[src/design/mcptb_pkg.sv]
package mcptb_pkg;

  // Bank size; only the first 16 timers can be addressed by a request.
  localparam int NUM_TIMERS = 16;
  localparam int IDX_W      = (NUM_TIMERS > 1) ? $clog2(NUM_TIMERS) : 1;

  localparam logic [15:0] STOPPED_COUNT = 16'hFFFF;

  // Operation codes
  localparam logic [2:0] OP_TICK = 3'd0;
  localparam logic [2:0] OP_INIT = 3'd1;
  localparam logic [2:0] OP_STOP = 3'd2;
  localparam logic [2:0] OP_POLL = 3'd3;
  localparam logic [2:0] OP_SET  = 3'd4;

  typedef struct packed {
    logic [2:0]  op;
    logic [3:0]  timer_index;
    logic [15:0] period;
    logic [15:0] start_count;
  } req_t;

  typedef struct packed {
    logic       status;
    logic       fired;
    logic [3:0] fired_index;
  } rsp_t;

  typedef enum logic [2:0] {
    S_IDLE,
    S_DECODE,
    S_TICK,
    S_POLL,
    S_FINISH
  } state_t;

  // Controller to datapath
  typedef struct packed {
    logic load_req;
    logic clr_ptr;
    logic adv_ptr;
    logic do_single;
    logic do_tick;
    logic do_poll;
    logic load_out;
  } cmd_t;

  // Datapath to controller
  typedef struct packed {
    logic [2:0] op;
    logic       ptr_last;
    logic       poll_hit;
  } stat_t;

endpackage

[src/design/mcptb_dp.sv]
module mcptb_dp
  import mcptb_pkg::*;
(
  input  logic  clk,
  input  logic  rst,
  input  req_t  req,
  input  cmd_t  cmd,
  output stat_t stat,
  output rsp_t  rsp
);

  logic [15:0]      counter [NUM_TIMERS];
  logic [15:0]      period  [NUM_TIMERS];
  req_t             req_q;
  logic [IDX_W-1:0] ptr;
  rsp_t             result;
  rsp_t             rsp_q;

  logic [15:0]      cnt_rd;
  logic [15:0]      per_rd;
  logic             hit;
  logic             addressable;
  logic [IDX_W-1:0] wr_idx;

  assign cnt_rd      = counter[ptr];
  assign per_rd      = period[ptr];
  assign hit         = (per_rd != 16'd0) && (cnt_rd != STOPPED_COUNT) && (cnt_rd >= per_rd);
  assign addressable = 32'(req_q.timer_index) < NUM_TIMERS;
  assign wr_idx      = IDX_W'(req_q.timer_index);

  assign stat.op       = req_q.op;
  assign stat.ptr_last = (ptr == IDX_W'(NUM_TIMERS - 1));
  assign stat.poll_hit = hit;
  assign rsp           = rsp_q;

  // Request and output holding registers
  always_ff @(posedge clk) begin
    if (cmd.load_req) begin
      req_q <= req;
    end
    if (cmd.load_out) begin
      rsp_q <= result;
    end
  end

  // Scan pointer
  always_ff @(posedge clk) begin
    if (rst) begin
      ptr <= '0;
    end else if (cmd.clr_ptr) begin
      ptr <= '0;
    end else if (cmd.adv_ptr && !stat.ptr_last) begin
      ptr <= ptr + 1'b1;
    end
  end

  // Result accumulator
  always_ff @(posedge clk) begin
    if (cmd.load_req) begin
      result <= '0;
    end else if (cmd.do_single && req_q.op == OP_INIT && req_q.period == 16'd0) begin
      result.status <= 1'b1;
    end else if (cmd.do_poll && hit) begin
      result.fired       <= 1'b1;
      result.fired_index <= 4'(ptr);
    end
  end

  // Timer tables
  always_ff @(posedge clk) begin
    if (rst) begin
      for (int i = 0; i < NUM_TIMERS; i++) begin
        counter[i] <= STOPPED_COUNT;
        period[i]  <= 16'd0;
      end
    end else if (cmd.do_tick) begin
      if (cnt_rd != STOPPED_COUNT) begin
        counter[ptr] <= cnt_rd + 16'd1;
      end
    end else if (cmd.do_poll) begin
      if (hit) begin
        counter[ptr] <= 16'd0;
      end
    end else if (cmd.do_single && addressable) begin
      case (req_q.op)
        OP_INIT: begin
          if (req_q.period != 16'd0) begin
            period[wr_idx]  <= req_q.period;
            counter[wr_idx] <= req_q.start_count;
          end
        end
        OP_STOP: begin
          counter[wr_idx] <= STOPPED_COUNT;
        end
        OP_SET: begin
          counter[wr_idx] <= req_q.start_count;
        end
        default: begin
        end
      endcase
    end
  end

endmodule

[src/design/mcptb_ctrl.sv]
module mcptb_ctrl
  import mcptb_pkg::*;
(
  input  logic  clk,
  input  logic  rst,
  input  logic  req_valid,
  output logic  req_ready,
  output logic  rsp_valid,
  input  logic  rsp_ready,
  input  stat_t stat,
  output cmd_t  cmd
);

  state_t state;
  state_t state_next;
  logic   out_valid;

  assign rsp_valid = out_valid;

  always_ff @(posedge clk) begin
    if (rst) begin
      state     <= S_IDLE;
      out_valid <= 1'b0;
    end else begin
      state <= state_next;
      if (cmd.load_out) begin
        out_valid <= 1'b1;
      end else if (rsp_ready) begin
        out_valid <= 1'b0;
      end
    end
  end

  // Next state
  always_comb begin
    state_next = state;
    case (state)
      S_IDLE: begin
        if (req_valid) begin
          state_next = S_DECODE;
        end
      end
      S_DECODE: begin
        if (stat.op == OP_TICK) begin
          state_next = S_TICK;
        end else if (stat.op == OP_POLL) begin
          state_next = S_POLL;
        end else begin
          state_next = S_FINISH;
        end
      end
      S_TICK: begin
        if (stat.ptr_last) begin
          state_next = S_FINISH;
        end
      end
      S_POLL: begin
        if (stat.poll_hit || stat.ptr_last) begin
          state_next = S_FINISH;
        end
      end
      S_FINISH: begin
        if (!out_valid || rsp_ready) begin
          state_next = S_IDLE;
        end
      end
      default: state_next = S_IDLE;
    endcase
  end

  // Outputs
  always_comb begin
    cmd       = '0;
    req_ready = 1'b0;
    case (state)
      S_IDLE: begin
        req_ready    = 1'b1;
        cmd.load_req = req_valid;
        cmd.clr_ptr  = 1'b1;
      end
      S_DECODE: begin
        cmd.do_single = (stat.op != OP_TICK) && (stat.op != OP_POLL);
      end
      S_TICK: begin
        cmd.do_tick = 1'b1;
        cmd.adv_ptr = 1'b1;
      end
      S_POLL: begin
        cmd.do_poll = 1'b1;
        cmd.adv_ptr = 1'b1;
      end
      S_FINISH: begin
        cmd.load_out = !out_valid || rsp_ready;
      end
      default: begin
      end
    endcase
  end

  a_accept_leaves_idle: assert property (@(posedge clk) disable iff (rst)
    req_valid && req_ready |=> state == S_DECODE)
    else $error("accepted request did not start work");

  a_no_overwrite: assert property (@(posedge clk) disable iff (rst)
    cmd.load_out |-> (!out_valid || rsp_ready))
    else $error("output register overwritten while held");

  a_poll_continues: assert property (@(posedge clk) disable iff (rst)
    state == S_POLL && !stat.poll_hit && !stat.ptr_last |=> state == S_POLL)
    else $error("poll scan ended early");

  a_rsp_from_finish: assert property (@(posedge clk) disable iff (rst)
    $rose(out_valid) |-> $past(state) == S_FINISH)
    else $error("response raised outside finish");

endmodule

[src/design/multi_channel_periodic_timer_bank.sv]
// Bank of NUM_TIMERS periodic 16-bit timers driven by one request channel. Each request
// returns exactly one response, in order. Tick and poll walk the bank through a single
// scan pointer, one timer per cycle, so a tick visits every timer and a poll stops at the
// first expired timer; init, stop and set_count touch at most one timer. The scan
// pointer and the one read/write port on each table set this pace. A finished response
// waits in an output register, so the next request is accepted and worked on while the
// previous response is still held; the block stalls only when a second response is ready
// before the first has been taken. A counter of 0xFFFF means stopped, a period of zero
// means disabled, and only timers 0 to 15 can be addressed.
module multi_channel_periodic_timer_bank
  import mcptb_pkg::*;
(
  input  logic clk,
  input  logic rst,
  input  logic req_valid,
  output logic req_ready,
  input  req_t req,
  output logic rsp_valid,
  input  logic rsp_ready,
  output rsp_t rsp
);

  cmd_t  cmd;
  stat_t stat;

  // Sequence each request: decode, scan or single write, then hand off the response.
  mcptb_ctrl u_ctrl (
    .clk       (clk),
    .rst       (rst),
    .req_valid (req_valid),
    .req_ready (req_ready),
    .rsp_valid (rsp_valid),
    .rsp_ready (rsp_ready),
    .stat      (stat),
    .cmd       (cmd)
  );

  // Hold the counter and period tables, the scan pointer and the response register.
  mcptb_dp u_dp (
    .clk  (clk),
    .rst  (rst),
    .req  (req),
    .cmd  (cmd),
    .stat (stat),
    .rsp  (rsp)
  );

endmodule

[config.mk]
export PLATFORM = sky130hd
export DESIGN_NAME = multi_channel_periodic_timer_bank
export DESIGN_NICKNAME = d
export VERILOG_FILES = /design/src/design/mcptb_pkg.sv /design/src/design/mcptb_dp.sv /design/src/design/mcptb_ctrl.sv /design/src/design/multi_channel_periodic_timer_bank.sv
export SDC_FILE = /design/constraint.sdc
export NUM_CORES = 1
export LEC_CHECK = 0
export BUFFER_PORTS_ARGS = -buffer_cell sky130_fd_sc_hd__buf_2
export CORE_MARGIN = 1.5
export CORE_UTILIZATION = 45
export DETAILED_ROUTE_END_ITERATION = 16
export GPL_TIMING_DRIVEN = 0
export SLEW_MARGIN = 20
export SYNTH_ARGS = -nofsm -noshare
export SYNTH_HDL_FRONTEND = slang
export SYNTH_SLANG_ARGS = --single-unit
export TNS_END_PERCENT = 10
[constraint.sdc]
create_clock -name clk -period 9.1 [get_ports clk]
set_input_delay 0.455 -clock clk [delete_from_list [all_inputs] [get_ports clk]]
set_output_delay 0.455 -clock clk [all_outputs]
set_load 0.005 [all_outputs]
==> results by group <==
Place
  • RePlAce Congestion: 0.922
  • Final HPWL DP: 49300 um
  • Placed instance count: 2615
  • Pre-CTS worst setup slack: 2.37 ns
  • Buffers on Ports: 50

Logic synthesis
  • Seq/Total Area, Yosys: 0.646
  • Async set-reset flop share out of synthesis: 0
  • Average cell area after synthesis: 14.7 sq um
  • Number of nets produced by synthesis: 1860
  • Most used flip-flop cell after synthesis: edfxtp_1
  • Top cells by area in the synthesized netlist: edfxtp_1 63%, mux4_2 11%, and2_1 6.3%
  • Number of flops mapped to enable cells by yosys: 557
  • Number of distinct library cell variants in the gate-level netlist after synthesis: 57
  • Synthesized instance count: 1799
  • Flip-flop and latch count after synthesis: between 500 and 600
  • Post-synthesis instance area: 26400 sq um
  • Cell accounting for the most synthesized area: edfxtp_1
  • Number of synthesis warnings: 0
  • Area share of the largest cell type after synthesis: 0.633

Power and ir drop
  • Max rail drop VDD: 152 uV
  • PwrDens: 199 nW/um^2
  • Leak pwr: 0.00924 uW

Clock tree
  • Clk sink count: between 500 and 600
  • Post_cts resized: 0
  • Worst-Skew Late Latency: ~0.64 ns
  • Root buffer selected by CTS: clkbuf_16
  • H-tree depth reported by CTS: 2
  • Bufs on Longest Clock Path: 3
  • Clock slew seen by the registers of the worst setup and hold paths: ~0.060 ns
  • Number of clock buffers inserted by TritonCTS: 58
  • CTS tree: done

Timing
  • Final setup margin: 2.39 ns
  • Final setup TNS: 0 ns
  • Final clock period utilization by the worst path: 0.737
  • Final-layout worst hold slack: 0.0130 ns
  • Final min period: 6.71 ns
  • Count of final setup violators: 0
  • Peak clock frequency supported by timing: 149 MHz
  • Setup repair after global routing missed its margin: false
  • Clock tree skew after final layout: 0.0378 ns
  • Number of max-slew violations in the final report: 0
  • Worst-case headroom to the max-slew limit: 0.240
  • Fin. Hold Viols: 0
  • Worst Max-Slew Pin Slew: 1.14 ns

Setup path
  • Cell mode on critical path: buf_4
  • Peak fanout along the critical path: 16
  • Worst path bufs/invs: 4
  • Critical path data required time: around 9.3 ns
  • Critical Path End Type: flop
  • Critical-path cell with the highest stage delay: or2_1
  • CP arrival: 6.93 ns
  • Class of the most critical setup path: flop to flop
  • Delay of the slowest cell on the worst path: 0.93 ns
  • Critical-path cell list: buf_4, buf_4, buf_4, clkbuf_1, mux4_2, a22oi_1, nand2_1, ha_1, nand2b_1, a21o_1, a21oi_1, o311ai_0, a211o_1, o311ai_2, o221a_4, nor3_2, or2_1
  • Worst reg-to-reg setup slack: 2.39 ns
  • Top cell family by delay on the critical path: simple AND/OR/NAND/NOR gates
  • Critical Path Source Type: flop

Routing
  • Wire per inst: between 20 and 30 um
  • Routed via count: 15862
  • Number of DRC markers after the initial detailed-route iteration: 1566
  • Initial DRT Pass Iterations: 6
  • DRT antenna net count: 0
  • Total wire length: roughly 73000 um
  • Number of remaining DRC errors: 0
  • Detail-routed via count per cell: 5.76

Die
  • Core Rows: 88
  • Die H: 245 um
  • Die span in x: 245 um
  • Initial Util: 0.456
  • Floorplan die area: 60200 sq um
  • Core outline area: 57900 sq um
  • Number of placed I/O pins: 51

Final layout
  • Area growth syn-to-layout: 13.2%
  • Final net count: 2000
  • Most frequent standard cell in the layout excluding fill and tap cells: edfxtp_1
  • Fraction of layout cells with a size suffix above 1: 0.197
  • Top library cells by usage in the layout, fill and taps aside: 557 x edfxtp_1, 305 x nand2_1, 266 x and2_1
  • Count of inserted antenna diode cells: 0
  • Final non-filler cell total: around 2800

GRT
  • Overall routing resource usage: 0.246
  • Global-route wire length before repair: 106000 um
  • Via count of the first global-routing pass: roughly 16000
  • Maximum number of pins on one net before global-route repair: 26
  • Initial antenna violation count: 1
  • Grt total ovfl: 0

Min path
  • Hold Crit Class: input pin to flop

Flow run
  • Number of max-cap violations: 0

Status
  • Status: complete, no violations
[registers in the layout, indices dropped and copies added (netlist names), 3 cells and up, named ones only]
signal,flops
u_dp.counter,256
u_dp.period,256
u_dp.req_q,32
u_dp.result,6
u_dp.rsp,6
u_dp.ptr,4
u_dp.wr_idx,4
u_ctrl.state,3
u_dp.stat,3
[Yosys cell counts, types with 4 or more instances]
master	instances
edfxtp_1	557
nand2_1	305
and2_1	266
mux4_2	126
nor2_1	64
clkbuf_1	59
a22oi_1	51
buf_2	22
inv_1	22
nand3_1	22
buf_6	21
or2_2	19
dfxtp_1	18
ha_1	18
mux2i_1	18
or2_1	17
a21oi_1	16
nor2b_1	14
buf_4	13
nand2b_1	11
nor3_1	11
o21ai_0	9
a31oi_4	8
xnor2_1	8
nor3_2	7
nor4_1	7
a221oi_2	6
a31oi_1	6
nor3_4	6
buf_1	5
nand3b_1	5
xor2_1	5
a21o_1	4
and3_1	4
nor4_2	4
or3_1	4
[metrics by stage]
step | instance area [sq um] | utilization | total power [uW]
2_1_floorplan | 26400 | - | 3340
3_3_place_gp | 27600 | 0.477 | 3520
3_5_place_dp | 27700 | 0.478 | 3530
4_1_cts | 29900 | 0.516 | 5970
5_1_grt | 29900 | 0.517 | 6110
6_report | 29900 | 0.517 | 5960
[logic make-up after synthesis]
family                   synth area share
AND/OR/NAND/NOR                     0.152
AO/OA/AOI/OAI                      0.0417
buffers and inverters              0.0325
XOR/XNOR                          0.00431
adder cells (fa/ha/maj)           0.00852
flip-flops                          0.646
multiplexers                        0.114
[power by group]
| group | switching, uW | internal, uW | total, uW |
|---|---|---|---|
| registers | 40.5 | 2970 | 3010 |
| logic | 329 | 148 | 477 |
| clock network | 1040 | 1430 | 2470 |
| total | 1410 | 4550 | 5960 |
[cell type report]
cell class	instances	area (sq um)
Buffer	126	778
Tap cell	765	957
Clock buffer	75	1600
Inverter	22	82.6
Fill cell	4835	28000
Clock inverter	34	358
Timing Repair Buffer	80	568
Multi-Input combinational cell	1076	8490
Sequential cell	575	17100
[path summary, 6_finish.rpt]
kind | startpoint | to | depth (start not counted)
max | flop | u_dp.counter[3][14] | 17
min reg2reg | u_dp.result[2] | u_dp.rsp[2] | 0
min | req[13] | u_dp.req_q[13] | 1
max reg2reg | flop | u_dp.counter[3][14] | 17
[routing by layer]
metal / vias to the layer above / GRT usage / routed length, um
met5: - / 0 / 14
met4: 2 / 0.0733 / 1990
met3: 131 / 0.0374 / 5860
met2: 760 / 0.392 / 34400
met1: 8026 / 0.351 / 30700
li1: 6943 / - / -
[timing repair]
| action | in CTS | in global routing |
|---|---|---|
| hold buffers | 27 | 2 |
| buffers inserted | 0 | 0 |
| endpoints found under the hold margin | 27 | 2 |
Note: power is estimated with default switching activity, not from simulation.
